**src/design/capnp_dfr_pkg.sv**
```systemverilog
// Shared types and constants for the Cap'n Proto stream message deframer.
// Holds field widths, reset values, register indexes and the state and error codes.
// No dependencies.
package capnp_dfr_pkg;

  localparam int BYTE_W  = 8;
  localparam int LEN_W   = 27;
  localparam int SEG_W   = 10;
  localparam int SUM_W   = 24;
  localparam int MAXB_W  = 27;
  localparam int WORD_W  = 32;
  localparam int ADDR_W  = 3;
  localparam int DATA_W  = 32;
  localparam int TOT_W   = LEN_W + 1;
  localparam int PAY_W   = SUM_W + 3;

  localparam logic [SEG_W-1:0]  SEG_CAP        = SEG_W'(512);
  localparam logic [SEG_W-1:0]  SEG_SAT        = '1;
  localparam logic [SEG_W-1:0]  MAX_SEG_RST    = SEG_W'(512);
  localparam logic [MAXB_W-1:0] MAX_BYTES_RST  = MAXB_W'(64 * 1024 * 1024);
  localparam logic [LEN_W-1:0]  LEN_MASK       = '1;
  localparam logic [SUM_W-1:0]  SUM_SAT        = '1;
  localparam logic [LEN_W-1:0]  FIRST_SIZE_END = LEN_W'(8);

  typedef enum logic [0:0] {
    REG_MAX_SEG   = 1'b0,
    REG_MAX_BYTES = 1'b1
  } reg_idx_t;

  typedef enum logic [1:0] {
    PH_COUNT   = 2'd0,
    PH_SIZES   = 2'd1,
    PH_PAD     = 2'd2,
    PH_PAYLOAD = 2'd3
  } phase_t;

  typedef enum logic [1:0] {
    ERR_NONE      = 2'd0,
    ERR_SEG_COUNT = 2'd1,
    ERR_SIZE      = 2'd2,
    ERR_TRUNC     = 2'd3
  } err_t;

  typedef struct packed {
    logic [SEG_W-1:0]  max_segments;
    logic [MAXB_W-1:0] max_message_bytes;
  } cfg_t;

  typedef struct packed {
    logic [BYTE_W-1:0] byte_out;
    logic              message_start;
    logic              message_end;
    logic [LEN_W-1:0]  message_length;
    err_t              error_code;
  } res_t;

endpackage

```
**src/design/capnp_dfr_cfg.sv**
```systemverilog
// Configuration register file with an APB-style slave port.
// Holds the segment count limit and the message size limit; uses capnp_dfr_pkg.
module capnp_dfr_cfg
  import capnp_dfr_pkg::*;
(
  input  logic              clk,
  input  logic              rst_n,
  input  logic              psel,
  input  logic              penable,
  input  logic              pwrite,
  input  logic [ADDR_W-1:0] paddr,
  input  logic [DATA_W-1:0] pwdata,
  output logic [DATA_W-1:0] prdata,
  output logic              pready,
  output cfg_t              cfg
);

  logic [SEG_W-1:0]  max_seg_r;
  logic [MAXB_W-1:0] max_bytes_r;
  reg_idx_t          reg_idx;
  logic              wr_en;

  assign pready  = 1'b1;
  assign reg_idx = reg_idx_t'(paddr[ADDR_W-1:2]);
  assign wr_en   = psel && penable && pwrite && pready;

  always_ff @(posedge clk) begin
    if (!rst_n) begin
      max_seg_r   <= MAX_SEG_RST;
      max_bytes_r <= MAX_BYTES_RST;
    end else if (wr_en) begin
      unique case (reg_idx)
        REG_MAX_SEG:   max_seg_r   <= pwdata[SEG_W-1:0];
        REG_MAX_BYTES: max_bytes_r <= pwdata[MAXB_W-1:0];
        default:       max_seg_r   <= max_seg_r;
      endcase
    end
  end

  always_comb begin
    unique case (reg_idx)
      REG_MAX_SEG:   prdata = DATA_W'(max_seg_r);
      REG_MAX_BYTES: prdata = DATA_W'(max_bytes_r);
      default:       prdata = '0;
    endcase
  end

  assign cfg.max_segments      = max_seg_r;
  assign cfg.max_message_bytes = max_bytes_r;

endmodule

```
**src/design/capnp_dfr_framer.sv**
```systemverilog
// Framing state machine: tracks the count word, size table, padding and payload
// of each message and forms the result for one byte per step. Uses capnp_dfr_pkg.
module capnp_dfr_framer
  import capnp_dfr_pkg::*;
(
  input  logic              clk,
  input  logic              rst_n,
  input  logic              step,
  input  logic [BYTE_W-1:0] data_byte,
  input  logic              end_of_stream,
  input  cfg_t              cfg,
  output res_t              res
);

  // Frame state.
  phase_t            phase_r, phase_nxt;
  logic [1:0]        bow_r, bow_nxt;
  logic [BYTE_W-1:0] asm_r [3];
  logic [SEG_W-1:0]  seg_total_r, seg_total_nxt;
  logic [SEG_W-1:0]  segs_left_r, segs_left_nxt;
  logic [SUM_W-1:0]  sum_r, sum_nxt;
  logic              exc_r, exc_nxt;
  logic [LEN_W-1:0]  bytes_r, bytes_nxt;
  logic [LEN_W-1:0]  pl_r, pl_nxt;
  err_t              err_r, err_nxt;

  // Decode of the current byte.
  logic              active;
  logic [LEN_W-1:0]  bytes_inc;
  logic [LEN_W-1:0]  pl_dec;
  logic              word_done;
  logic [WORD_W-1:0] word;
  logic [SEG_W-1:0]  seg_cnt;
  logic [SEG_W-1:0]  seg_lim;
  logic              seg_bad;
  logic [SUM_W:0]    sum_add;
  logic              sum_sat;
  logic [SUM_W-1:0]  sum_upd;
  logic              size_word;
  logic [SEG_W-1:0]  segs_dec;
  logic              table_done;
  logic [SUM_W-1:0]  sum_cur;
  logic              exc_cur;
  logic [PAY_W-1:0]  payload;
  logic [TOT_W-1:0]  total;
  logic [TOT_W-1:0]  limit;
  logic              size_bad;
  logic              start_c;
  logic              end_c;
  err_t              err_out;

  always_comb begin
    active    = (err_r == ERR_NONE);
    bytes_inc = bytes_r + LEN_W'(1);
    pl_dec    = pl_r - LEN_W'(1);
    word_done = (phase_r != PH_PAYLOAD) && (bow_r == 2'd3);
    word      = {data_byte, asm_r[2], asm_r[1], asm_r[0]};

    // The count word holds segments minus one; huge values pin at the all-ones count.
    if ((|word[WORD_W-1:SEG_W]) || (word[SEG_W-1:0] == SEG_SAT)) begin
      seg_cnt = SEG_SAT;
    end else begin
      seg_cnt = word[SEG_W-1:0] + SEG_W'(1);
    end

    seg_lim = (cfg.max_segments < SEG_CAP) ? cfg.max_segments : SEG_CAP;
    seg_bad = (phase_r == PH_SIZES) && word_done && (bytes_inc == FIRST_SIZE_END) &&
              (seg_total_r > seg_lim);

    sum_add   = {1'b0, sum_r} + {1'b0, word[SUM_W-1:0]};
    sum_sat   = (|word[WORD_W-1:SUM_W]) || sum_add[SUM_W];
    sum_upd   = sum_sat ? SUM_SAT : sum_add[SUM_W-1:0];
    size_word = (phase_r == PH_SIZES) && word_done && !seg_bad;
    segs_dec  = segs_left_r - SEG_W'(1);

    table_done = (size_word && (segs_dec == '0) && seg_total_r[0]) ||
                 ((phase_r == PH_PAD) && word_done);

    sum_cur = size_word ? sum_upd : sum_r;
    exc_cur = exc_r || (size_word && sum_sat);
    payload = {sum_cur, 3'b000};
    total   = TOT_W'(bytes_inc) + TOT_W'(payload);
    limit   = (TOT_W'(cfg.max_message_bytes) > TOT_W'(LEN_MASK)) ? TOT_W'(LEN_MASK)
                                                                : TOT_W'(cfg.max_message_bytes);
    size_bad = table_done && (exc_cur || (total > limit));

    start_c = (phase_r == PH_COUNT) && (bytes_r == '0);
    end_c   = ((phase_r == PH_PAYLOAD) && (pl_dec == '0)) ||
              (table_done && !size_bad && (sum_cur == '0));

    priority if (!active) begin
      err_out = err_r;
    end else if (seg_bad) begin
      err_out = ERR_SEG_COUNT;
    end else if (size_bad) begin
      err_out = ERR_SIZE;
    end else if (end_of_stream && !end_c) begin
      err_out = ERR_TRUNC;
    end else begin
      err_out = ERR_NONE;
    end
  end

  // Next state.
  always_comb begin
    phase_nxt     = phase_r;
    bow_nxt       = bow_r;
    seg_total_nxt = seg_total_r;
    segs_left_nxt = segs_left_r;
    sum_nxt       = sum_r;
    exc_nxt       = exc_r;
    bytes_nxt     = bytes_r;
    pl_nxt        = pl_r;
    err_nxt       = err_out;

    if (active) begin
      bytes_nxt = bytes_inc;
      if (phase_r == PH_PAYLOAD) begin
        pl_nxt = pl_dec;
      end else begin
        bow_nxt = bow_r + 2'd1;
        if (word_done) begin
          unique case (phase_r)
            PH_COUNT: begin
              seg_total_nxt = seg_cnt;
              segs_left_nxt = seg_cnt;
              phase_nxt     = PH_SIZES;
            end
            PH_SIZES: begin
              if (size_word) begin
                sum_nxt       = sum_upd;
                exc_nxt       = exc_cur;
                segs_left_nxt = segs_dec;
                if ((segs_dec == '0) && !seg_total_r[0]) begin
                  phase_nxt = PH_PAD;
                end
              end
            end
            default: phase_nxt = phase_r;
          endcase
        end
      end
      if (table_done && !size_bad && (sum_cur != '0)) begin
        pl_nxt    = LEN_W'(payload);
        phase_nxt = PH_PAYLOAD;
      end
    end

    // A finished message or the end of the stream restarts framing.
    if ((active && end_c) || end_of_stream) begin
      phase_nxt = PH_COUNT;
      bow_nxt   = 2'd0;
      sum_nxt   = '0;
      exc_nxt   = 1'b0;
      bytes_nxt = '0;
    end
  end

  // Result for this byte.
  always_comb begin
    res.byte_out       = data_byte;
    res.error_code     = err_out;
    res.message_start  = active && start_c && (err_out == ERR_NONE);
    res.message_end    = active && end_c && (err_out == ERR_NONE);
    res.message_length = res.message_end ? bytes_inc : '0;
  end

  always_ff @(posedge clk) begin
    if (!rst_n) begin
      phase_r <= PH_COUNT;
      bow_r   <= 2'd0;
      sum_r   <= '0;
      exc_r   <= 1'b0;
      bytes_r <= '0;
      err_r   <= ERR_NONE;
    end else if (step) begin
      phase_r <= phase_nxt;
      bow_r   <= bow_nxt;
      sum_r   <= sum_nxt;
      exc_r   <= exc_nxt;
      bytes_r <= bytes_nxt;
      err_r   <= err_nxt;
    end
  end

  always_ff @(posedge clk) begin
    if (step) begin
      seg_total_r <= seg_total_nxt;
      segs_left_r <= segs_left_nxt;
      pl_r        <= pl_nxt;
      if (active && (phase_r != PH_PAYLOAD) && (bow_r != 2'd3)) begin
        asm_r[bow_r] <= data_byte;
      end
    end
  end

  // An error, once taken, never changes until reset.
  a_err_sticky: assert property (@(posedge clk) disable iff (!rst_n)
    (err_r != ERR_NONE) |=> (err_r == $past(err_r)))
    else $error("sticky error changed");

  // The payload phase always has bytes left to count.
  a_payload_left: assert property (@(posedge clk) disable iff (!rst_n)
    (phase_r == PH_PAYLOAD) |-> (pl_r != '0))
    else $error("payload phase with zero bytes left");

  // Word assembly is only partway through in the header phases.
  a_bow_header: assert property (@(posedge clk) disable iff (!rst_n)
    (bow_r != 2'd0) |-> (phase_r != PH_PAYLOAD))
    else $error("partial header word during payload");

  // A completed message leaves the framer ready for the next count word.
  a_end_restart: assert property (@(posedge clk) disable iff (!rst_n)
    (step && res.message_end) |=> ((phase_r == PH_COUNT) && (bytes_r == '0)))
    else $error("framer did not restart after message end");

endmodule

```
**src/design/capnp_message_deframer_core.sv**
```systemverilog
// An accepted byte is registered in the input stage, then in the result stage when the framer steps.
// Throughput: one byte per cycle while out_ready holds; the framing step is a single pass through the framer.
// The input register and the result register let a new transfer in while a result waits.
// Reset (rst_n, synchronous, active low) clears both stages, the framing state and
// the sticky error, and loads the limits with 512 segments and 64 MiB.
module capnp_message_deframer_core
  import capnp_dfr_pkg::*;
(
  input  logic              clk,
  input  logic              rst_n,

  // Byte stream in.
  input  logic              in_valid,
  output logic              in_ready,
  input  logic [BYTE_W-1:0] in_data_byte,
  input  logic              in_end_of_stream,

  // Passed-through bytes with framing marks.
  output logic              out_valid,
  input  logic              out_ready,
  output logic [BYTE_W-1:0] out_byte_out,
  output logic              out_message_start,
  output logic              out_message_end,
  output logic [LEN_W-1:0]  out_message_length,
  output logic [1:0]        out_error_code,

  // Configuration.
  input  logic              psel,
  input  logic              penable,
  input  logic              pwrite,
  input  logic [ADDR_W-1:0] paddr,
  input  logic [DATA_W-1:0] pwdata,
  output logic [DATA_W-1:0] prdata,
  output logic              pready
);

  // Input stage holds one accepted byte until the framer consumes it.
  logic              in_vld_r;
  logic [BYTE_W-1:0] in_byte_r;
  logic              in_eos_r;

  // Result stage.
  logic              out_vld_r;
  res_t              out_r;

  cfg_t              cfg;
  res_t              res;
  logic              adv;

  // The framer steps whenever the input stage holds a byte and the result stage
  // is empty or being drained in the same cycle.
  assign adv      = in_vld_r && (!out_vld_r || out_ready);
  assign in_ready = !in_vld_r || adv;

  always_ff @(posedge clk) begin
    if (!rst_n) begin
      in_vld_r <= 1'b0;
    end else if (in_ready) begin
      in_vld_r <= in_valid;
    end
  end

  always_ff @(posedge clk) begin
    if (in_valid && in_ready) begin
      in_byte_r <= in_data_byte;
      in_eos_r  <= in_end_of_stream;
    end
  end

  capnp_dfr_cfg u_cfg (
    .clk     (clk),
    .rst_n   (rst_n),
    .psel    (psel),
    .penable (penable),
    .pwrite  (pwrite),
    .paddr   (paddr),
    .pwdata  (pwdata),
    .prdata  (prdata),
    .pready  (pready),
    .cfg     (cfg)
  );

  capnp_dfr_framer u_framer (
    .clk           (clk),
    .rst_n         (rst_n),
    .step          (adv),
    .data_byte     (in_byte_r),
    .end_of_stream (in_eos_r),
    .cfg           (cfg),
    .res           (res)
  );

  always_ff @(posedge clk) begin
    if (!rst_n) begin
      out_vld_r <= 1'b0;
    end else if (adv) begin
      out_vld_r <= 1'b1;
    end else if (out_ready) begin
      out_vld_r <= 1'b0;
    end
  end

  always_ff @(posedge clk) begin
    if (adv) begin
      out_r <= res;
    end
  end

  assign out_valid          = out_vld_r;
  assign out_byte_out       = out_r.byte_out;
  assign out_message_start  = out_r.message_start;
  assign out_message_end    = out_r.message_end;
  assign out_message_length = out_r.message_length;
  assign out_error_code     = out_r.error_code;

  // A byte is never dropped: a full input stage that cannot advance stays full.
  a_in_hold: assert property (@(posedge clk) disable iff (!rst_n)
    (in_vld_r && !adv) |=> in_vld_r)
    else $error("input stage lost a byte");

  // A framer step always lands a valid result.
  a_step_result: assert property (@(posedge clk) disable iff (!rst_n)
    adv |=> out_vld_r)
    else $error("framer step produced no result");

  // A result that is not taken is not overwritten.
  a_out_no_overrun: assert property (@(posedge clk) disable iff (!rst_n)
    (out_vld_r && !out_ready) |-> !adv)
    else $error("result overwritten before transfer");

endmodule
```
**config.mk**
```make
export PLATFORM = sky130hd
export DESIGN_NAME = capnp_message_deframer_core
export DESIGN_NICKNAME = d
export VERILOG_FILES = /design/src/design/capnp_dfr_pkg.sv /design/src/design/capnp_dfr_cfg.sv /design/src/design/capnp_dfr_framer.sv /design/src/design/capnp_message_deframer_core.sv
export SDC_FILE = /design/constraint.sdc
export NUM_CORES = 1
export LEC_CHECK = 0
export BUFFER_PORTS_ARGS = -buffer_cell sky130_fd_sc_hd__buf_2
export CAP_MARGIN = 10
export CORE_MARGIN = 4
export CORE_UTILIZATION = 61
export CTS_CLUSTER_DIAMETER = 80
export DETAILED_ROUTE_END_ITERATION = 16
export PLACE_DENSITY = 0.82
export SYNTH_ARGS = -nofsm -noshare
export SYNTH_HDL_FRONTEND = slang
export SYNTH_SLANG_ARGS = --single-unit
```
**constraint.sdc**
```tcl
create_clock -name clk -period 9.5 [get_ports clk]
set_clock_uncertainty 0.05 [all_clocks]
set_input_delay 0.95 -clock clk [delete_from_list [all_inputs] [get_ports clk]]
set_output_delay 0.95 -clock clk [all_outputs]
set_load 0.01 [all_outputs]
```
# == Word level (Yosys, flattened, before mapping) ==
# Memories as Yosys holds them, arrays and structs flattened.
# Index checks and enable logic that the tools add are counted.
# Widths: inputs -> output; s select.
# word_totals
input_bits,51
mem_bits_rw,24
n_memories,1
reg_bits,192
latchBits,0
rom_bits,0
output_inout_bits,74
# classes
reduce_logical,71
eq_ne,13
addsub,7
order_cmp,3
mul,0
div,0
shifts,0
mux,42
bitwise_logic,2
# memory_table
name,depth,width,read_ports,rd_ports_with_merged_regs,wr,line_no,text
u_framer.asm_r,3,8,3,0,1,capnp_dfr_framer.sv:18,logic [BYTE_W-1:0] asm_r [3];
# op_table
cell,n
$mux 24,7
$mux 27,4
$pmux 32 s2,1
$logic_not 27->1,2
$mux 10,3
$add 27x27->28,1
$gt 28x27->1,1
$mux 2,14
$add 27x1->27 const B,1
$eq 27x4->1 const B,1
$logic_and 1x1->1,27
$sub 27x1->27 const B,1
$add 24x24->25,1
$logic_not 24->1,1
$reduce_bool 24->1,1
$reduce_or 22->1,1
$pmux 10 s2,1
$reduce_bool 2->1,7
$reduce_and 6->1,2
$mux 1,11
$add 10x1->10 const B,1
$eq 10x10->1 const B,1
$gt 10x10->1,1
$logic_not 10->1,1
other kinds (22),46

# == Longest topological paths before layout ==
# Gate-level depths: netlist (run 1).
# logic_depth
depth_word,24
depth_mapped,40

# == By module ==
# A second synthesis (run 1) with hierarchy kept.
# hier_totals
hier_cells,1591
hier_area_um2,14380.0
# by_module_without_submodules
mod,area_per_inst_um2,cells_per_inst,instances
capnp_dfr_framer,11066.9,1343,1
capnp_dfr_cfg,1767.9,191,1
capnp_message_deframer_core,1545.2,57,1

# == Worst setup path before layout (run 1) ==
# Ideal clock, no wire load.
# synth_path
path_kind,register -> register
startpoint,memory u_framer.asm_r[0][0]
endpoint,"register u_framer.pl_r[0], enable pin"
period_less_slack_ns,8.710
t_required_ns,9.039
setup_ns,0.411
arrival_ns,8.249
stages_incl_launch_ff,32
n_path_buf,2
path_slack_ns,0.790
path_cell_list,edfxtp_1 ha_1 fa_1 a211oi_1 o21ai_0 o31ai_1 nand3_1 o221ai_1 clkbuf_1 a31oi_1 ha_1 fa_1 a211oi_1 o21ai_0 o311ai_0 and2_1 o21ai_0 a21o_1 a21oi_1 xnor2_1 ha_1 a21oi_1 o21ai_0 a211o_1 nor3_1 o211ai_1 a211o_1 nand2b_4 nor2_1 clkbuf_1 a21oi_1 nor2_1
# synth_rtl
item,line_no,text
start: declaration,capnp_dfr_framer.sv:18,
end signal: assignment,capnp_dfr_framer.sv:190,pl_r <= pl_nxt;
end: declaration,capnp_dfr_framer.sv:24,"logic [LEN_W-1:0] pl_r, pl_nxt;"

==> flow_metrics.py, run 1 <==
metrics = {
    "logic_synthesis": {
        "synth_top_area_cell": "edfxtp_1",
        "ys_seq_area_share_pct": 39.98,
        "yosysWarnings": 0,
        "synth.cell_area_um2": 13790,
        "synth-edff-count": 119,
        "synthAdderAreaFrac_pct": 9.179,
        "synthCells": 1564,
        "synth_cell_type_count": 84,
        "synth_top_area_share_pct": 25.90,
        "ys_ff_latch": 216,
        "synth_area_per_cell_um2": 8.820,
        "async_flop_share_pct": 0,
        "synth-xor-area-share_pct": 6.540,
        "synth_compound_area_share_pct": 16.68,
        "synth_top_family_by_area": "simple AND/OR/NAND/NOR gates",
        "synth.area.mux_share_pct": 1.234,
        "yosys.area_share.simple_pct": 21.79,
        "synth_flop_cell": "edfxtp_1",
        "synthTopCellsByArea": "edfxtp_1, dfxtp_1, ha_1, nand2_1, xnor2_1",
    },
    "clocking": {
        "clk_latency_ns": 0.52,
        "cts_buffers": 24,
        "path_clk_slew_ns": 0.06,
        "clockRootBuffer": "clkbuf_16",
        "cts_tree": "built",
        "clock_path_buffers": 3,
        "ctsHoldBuffers": 0,
        "cts.sinks": 216,
        "htreeDepth": 1,
    },
    "worst_setup_path": {
        "crit_family": "compound AO/OA/AOI/OAI gates",
        "worst-endpoint-arrival_ns": 9.35,
        "worstPathRequired_ns": 9.83,
        "critPathBufInv": 2,
        "timing_worst_setup_path_type": "reg -> reg",
        "critPathLaunchType": "flip-flop",
        "reg2regPathDepth": 34,
        "r2r_setup_slack_ns": 0.48,
        "timing.rr.end": "out_message_start$_DFFE_PP_",
        "critPathMaxFanout": 11,
        "cp.depth": 34,
        "critical-path-max-stage-delay_ns": 0.68,
        "critPathCaptureType": "flip-flop",
        "reg2reg_from": "u_framer.bytes_r[0]$_SDFFE_PN0P_",
        "slowest_stage": "or4_1",
    },
    "floorplanning": {
        "die_w_um": 158.4,
        "start_util_pct": 62.63,
        "die-height_um": 158.4,
        "core_area_um2": 22030,
        "num_io_pins": 125,
        "rows": 54,
        "die_area_um2": 25080,
    },
    "power": {
        "p_leak_nw": 6.124,
        "power_density_nw_per_um2": 128.8,
        "ir_drop_mv": 0.1323,
        "fin_total_pwr_mw": 2.003,
    },
    "global_route": {
        "grt_pass1_vias": 11650,
        "grt_usage_pct": 30.04,
        "grt_pass1_wl_um": 60520,
        "grt_max_degree": 63,
        "grt_overflow_total": 0,
        "antenna_found_initial": 0,
    },
    "routing": {
        "met3WireLength_um": 3577,
        "highest_layer": "met4",
        "vias": 12420,
        "drt-pass1-iter-count": 6,
        "wl_met1_um": 16000,
        "postRouteAntennaNets": 0,
        "route.detailed.drc": 0,
        "drtIter0Drc": 1638,
        "routed_wl_um": 38250,
        "via_per_inst": 6.304,
        "dr_wl_met2_um": 17040,
        "routedWlPerCell_um": 19.42,
    },
    "timing": {
        "rsz0062_at_grt": "no",
        "hold_viol_final": 0,
        "fmax_mhz": 110.8,
        "post-route-period-util_pct": 94.98,
        "fin_setup_tns_ns": 0,
        "drv_slew": 0,
        "final-setup-viol-count": 0,
        "max_slew_margin_pct": 36.54,
        "final.min_clock_period_ns": 9.023,
        "tightest_slew_ns": 0.9400,
        "worst_slack_ns": 0.4769,
    },
    "flow_run": {
        "drv_cap": 0,
    },
    "min_path": {
        "hp-start": "u_cfg.max_bytes_r[14]$_SDFFE_PN0P_",
        "min_to": "u_cfg.max_bytes_r[14]$_SDFFE_PN0P_",
        "worstHoldPathCells": 2,
        "hp-class": "reg -> reg",
    },
    "placement": {
        "place_hpwl_um": 28040,
        "gp_congestion": 0.9640,
        "dp_slack_ns": 0.5232,
        "dpl_cell_area_um2": 14710,
        "io_buffers": 111,
    },
    "final_layout": {
        "area_growth_syn_to_layout_pct": 12.79,
        "utilization_pct": 70.64,
        "n_fill_cell": 1687,
        "diodes": 0,
        "design_area_um2": 15560,
        "fin_nets": 1825,
        "drive_above_1_share_pct": 14.02,
    },
    "run_status": {
        "status": "finished clean",
    },
}
[metrics by stage]
step	hold slack, ns	std cells
2_1_floorplan	0.3863	1568
3_3_place_gp	0.3927	1921
4_1_cts	0.4052	1963
5_1_grt	0.4184	1970
6_report	0.4038	1970
3_5_place_dp	0.3966	1921
[repair_timing]
action                                  in CTS  in global routing
resized for setup                            0                  5
endpoints found under the setup margin       0                 33
setup buffers                                0                  4
[worst min-delay path, delay by kind of cell, from the launching register on]
| kind | cells | cell delay, ns |
|---|---|---|
| flip-flops | 1 | 0.31 |
| AND/OR/NAND/NOR | 1 | 0.05 |
| AO/OA/AOI/OAI | 1 | 0.05 |
[registers in the layout, indices dropped and copies added (netlist names), 8 cells and up]
register,count
u_framer.seg_total_r,10
out_message_length,27
u_framer.asm_r,24
out_byte_out,8
u_framer.segs_left_r,10
u_cfg.max_bytes_r,27
u_cfg.max_seg_r,10
u_framer.pl_r,27
u_framer.bytes_r,27
u_framer.sum_r,24
in_byte_r,8
[cell usage in the layout, fill, tap and decap left out, drive strengths merged, types with 10 or more instances in the layout]
cell type	n
and3	11
buf	156
mux2	13
nand2	214
o21ai	68
a31oi	29
edfxtp	119
a21oi	121
nand2b	11
inv	75
and4	10
o211ai	11
dfxtp	97
a22o	25
ha	98
nor2b	23
a211oi	11
nand3	44
and2	13
clkbuf	32
nor4	28
nand4	39
a21o	21
or3	12
xor2	32
nor3	30
nor2	157
xnor2	71
[worst max-delay path by stage]
stage | start | to | slack (ns)
2_1_floorplan | u_framer.asm_r[0][0]$_DFFE_PP_ | u_framer.pl_r[0]$_SDFFCE_PP0P_ | 0.79
3_3_place_gp | u_framer.bytes_r[0]$_SDFFE_PN0P_ | u_framer.sum_r[17]$_SDFFE_PN0P_ | 0.75
3_5_place_dp | u_framer.bytes_r[0]$_SDFFE_PN0P_ | u_framer.sum_r[9]$_SDFFE_PN0P_ | 0.52
4_1_cts | u_framer.bytes_r[0]$_SDFFE_PN0P_ | u_framer.sum_r[9]$_SDFFE_PN0P_ | 0.38
5_1_grt | u_framer.bytes_r[0]$_SDFFE_PN0P_ | out_message_start$_DFFE_PP_ | 0.008
6_report | u_framer.bytes_r[0]$_SDFFE_PN0P_ | out_message_start$_DFFE_PP_ | 0.48
[power breakdown]
| part | switching [mW] | internal, mW | total [mW] |
|---|---|---|---|
| sequential | 0.0133 | 1.00 | 1.01 |
| combinational | 0.0677 | 0.0381 | 0.106 |
| clock | 0.372 | 0.512 | 0.884 |
[cells in the mapped netlist (8+ instances only)]
cell      number
nand2_1      213
nor2_1       156
a21oi_1      120
edfxtp_1     119
ha_1          98
dfxtp_1       97
inv_1         73
xnor2_1       71
o21ai_0       65
clkbuf_1      48
nand3_1       43
nand4_1       37
xor2_1        32
a31oi_1       28
nor3_1        27
nor4_1        27
a22o_1        25
nor2b_1       23
a21o_1        21
and2_1        13
buf_2         12
mux2_2        12
or3_1         12
and3_1        11
o211ai_1      11
a211oi_1      10
and4_1        10
nand2b_1      10
a22oi_1        8
buf_1          8
[kinds of logic after synthesis]
| logic type | count (synthesis) |
|---|---|
| flops | 216 |
| buf+inv | 152 |
| fa+ha+maj | 100 |
| simple gates | 621 |
| compound gates | 355 |
| xor+xnor | 103 |
| mux | 15 |
| other cells | 2 |
[layer usage]
| metal | track usage [%] | vias up |
|---|---|---|
| li1 | - | 5861 |
| met1 | 42.35 | 5806 |
| met2 | 47.14 | 653 |
| met3 | 4.458 | 98 |
| met4 | 11.25 | 0 |
| met5 | 0 | - |
[final cells by class]
type | count | area, um^2 | share of cell area, %
Clock buffer | 32 | 661.9 | 4.254
Timing Repair Buffer | 156 | 945.9 | 6.080
Multi-Input combinational cell | 1201 | 7732 | 49.70
Sequential cell | 216 | 5515 | 35.45
Tap cell | 280 | 350.3 | 2.252
Clock inverter | 10 | 71.32 | 0.4584
Inverter | 75 | 281.5 | 1.809
No activity file was read; power rests on OpenSTA's default activity.
==> run 2: changes to the inputs <==
--- a/config.mk
+++ b/config.mk
@@ -8,10 +8,9 @@
 export BUFFER_PORTS_ARGS = -buffer_cell sky130_fd_sc_hd__buf_2
 export CAP_MARGIN = 10
 export CORE_MARGIN = 4
-export CORE_UTILIZATION = 61
+export CORE_UTILIZATION = 40
 export CTS_CLUSTER_DIAMETER = 80
 export DETAILED_ROUTE_END_ITERATION = 16
-export PLACE_DENSITY = 0.82
 export SYNTH_ARGS = -nofsm -noshare
 export SYNTH_HDL_FRONTEND = slang
 export SYNTH_SLANG_ARGS = --single-unit
==> constraint.sdc (replaced) <==
create_clock -name clk -period 10.07 [get_ports clk]
set_clock_uncertainty 0.05 [all_clocks]
set_input_delay 1.007 -clock clk [delete_from_list [all_inputs] [get_ports clk]]
set_output_delay 1.007 -clock clk [all_outputs]
set_load 0.01 [all_outputs]
==> run 2 against run 1 <==
- clock power is 20% higher
- die area is 50% higher
- global-route usage is 9.9 points lower
- wire length is 3.5% higher
- power is 5.6% higher
- sequential power is 5% lower
- critical path type unchanged
==> flow_metrics.py, run 2 (synthesis gave the netlist of run 1 again) <==
metrics = {
    "min_path": {
        "hp-start": "u_cfg.max_bytes_r[25]$_SDFFE_PN0P_",
        "hp-class": "reg -> reg",
        "worstHoldPathCells": 2,
        "min_to": "u_cfg.max_bytes_r[25]$_SDFFE_PN0P_",
    },
    "placement": {
        "gp_congestion": 0.8948,
        "io_buffers": 111,
        "place_hpwl_um": 30080,
    },
    "worst_setup_path": {
        "critPathLaunchType": "flip-flop",
        "critPathMaxFanout": 7,
        "timing_worst_setup_path_type": "reg -> reg",
        "crit_top_cell": "nand3_1",
        "reg2regPathDepth": 34,
        "r2r_setup_slack_ns": 0.58,
        "reg2reg_from": "u_framer.asm_r[0][0]$_DFFE_PP_",
        "slowest_stage": "o31ai_1",
        "worst-endpoint-arrival_ns": 9.75,
        "timing.rr.end": "out_message_start$_DFFE_PP_",
        "critical-path-max-stage-delay_ns": 0.63,
        "critPathCaptureType": "flip-flop",
        "worstPathRequired_ns": 10.33,
        "crit_family": "compound AO/OA/AOI/OAI gates",
        "critPathBufInv": 0,
    },
    "global_route": {
        "grt_overflow_total": 0,
        "grt_pass1_vias": 11080,
        "grt_pass1_wl_um": 61840,
        "grt_usage_pct": 20.13,
        "antenna_found_initial": 1,
        "grt_max_degree": 56,
    },
    "power": {
        "swShare_pct": 21.72,
        "power_frac_clock_pct": 50.3,
        "p_sw_mw": 0.4596,
        "power_density_nw_per_um2": 133.7,
        "p_comb_share_pct": 4.5,
        "fin_total_pwr_mw": 2.116,
        "power_frac_seq_pct": 45.2,
        "ir_drop_mv": 0.1271,
        "p_int_mw": 1.656,
        "p_leak_nw": 6.146,
    },
    "clocking": {
        "post_cts_buffers": 0,
        "cts_buffers": 26,
        "clockRootBuffer": "clkbuf_16",
        "cts.sinks": 216,
        "cts_tree": "built",
        "clk_latency_ns": 0.54,
        "htreeDepth": 1,
        "cts-resized-gates": 0,
        "ctsHoldBuffers": 0,
        "clock_path_buffers": 3,
        "path_clk_slew_ns": 0.06,
    },
    "timing": {
        "final.min_clock_period_ns": 9.494,
        "drv_slew": 0,
        "tightest_slew_ns": 0.7967,
        "rsz0062_at_grt": "no",
        "hold_viol_final": 0,
        "final-setup-viol-count": 0,
        "fmax_mhz": 105.3,
        "post-route-period-util_pct": 94.28,
        "fin_setup_tns_ns": 0,
        "max_slew_margin_pct": 46.21,
    },
    "final_layout": {
        "final_common_cell": "nand2_1",
        "fin_nets": 1807,
        "drive_above_1_share_pct": 13.60,
        "area_growth_syn_to_layout_pct": 14.73,
        "final_cell_mix": "nand2_1, nor2_1, a21oi_1",
        "diodes": 0,
        "n_fill_cell": 3274,
        "multiInputGateArea_um2": 7700,
        "seq_area_um2": 5515,
    },
    "floorplanning": {
        "core_area_um2": 33780,
        "die-height_um": 193.7,
        "die_w_um": 193.7,
        "num_io_pins": 125,
        "die_area_um2": 37520,
        "rows": 67,
        "start_util_pct": 40.83,
    },
    "routing": {
        "routedWlPerCell_um": 18.64,
        "routed_wl_um": 39580,
        "drt-pass1-iter-count": 8,
        "route.detailed.drc": 0,
        "postRouteAntennaNets": 0,
        "via_per_inst": 5.641,
        "drtIter0Drc": 1013,
        "vias": 11980,
    },
    "run_status": {
        "status": "finished clean",
    },
    "flow_run": {
        "drv_cap": 0,
    },
}
[run 2: layer usage]
metal,wire length (um),track usage (%),up-vias
met3,2394,3.006,73
met4,1318,5.980,2
met2,17650,31.34,376
li1,-,-,5827
met5,13,0,-
met1,18200,29.09,5703
[run 2: how the worst max path moves through the flow]
stage	endpoint	cells after the start	start	slack (ns)
6_report	out_message_start$_DFFE_PP_	34	u_framer.asm_r[0][0]$_DFFE_PP_	0.58
5_1_grt	out_message_start$_DFFE_PP_	34	u_framer.asm_r[0][0]$_DFFE_PP_	0.03
4_1_cts	out_message_start$_DFFE_PP_	34	u_framer.bytes_r[0]$_SDFFE_PN0P_	0.77
3_5_place_dp	out_message_start$_DFFE_PP_	34	u_framer.bytes_r[0]$_SDFFE_PN0P_	0.84
3_3_place_gp	out_message_start$_DFFE_PP_	34	u_framer.bytes_r[0]$_SDFFE_PN0P_	1.02
2_1_floorplan	u_framer.pl_r[0]$_SDFFCE_PP0P_	31	u_framer.asm_r[0][0]$_DFFE_PP_	1.36
[run 2: layout make-up]
cell class,instances,share of cell area [%]
Multi-Input combinational cell,1200,48.65
Sequential cell,216,34.85
Timing Repair Buffer,137,4.949
Clock buffer,34,4.759
Tap cell,448,3.542
Inverter,75,1.779
Clock inverter,14,1.470
[run 2: through the flow]
stage                     area, um^2  setup WS (ns)  std cells  utilization, %  hold slack, ns
after floorplan                13810          1.360       1568               -          0.3863
after CTS                      15810         0.7663       2123           46.80          0.4048
after global routing           15830        0.02847       2124           46.85          0.4236
after global placement         14830          1.017       2075           43.88          0.3928
final                          15830         0.5760       2124           46.85          0.4025
after detailed placement       14830         0.8421       2075           43.88          0.3965
[run 2: worst reg2reg max path, delay by kind of cell, from the launching register on]
kind	cells	cell delay, ns
compound gates	19	5.28
simple gates	10	2.11
fa+ha+maj	4	1.30
flops	1	0.44
xor+xnor	1	0.10
[run 2: power by group through the flow]
| stage | Clock, mW | Combinational, mW | Sequential, mW |
|---|---|---|---|
| 6_report | 1.06 | 0.0955 | 0.957 |
| 5_1_grt | 1.12 | 0.105 | 0.958 |
| 4_1_cts | 1.08 | 0.0952 | 0.957 |
| 3_5_place_dp | 0 | 0.0948 | 0.975 |
| 3_3_place_gp | 0 | 0.0936 | 0.975 |
| 2_1_floorplan | 0 | 0.0532 | 0.974 |
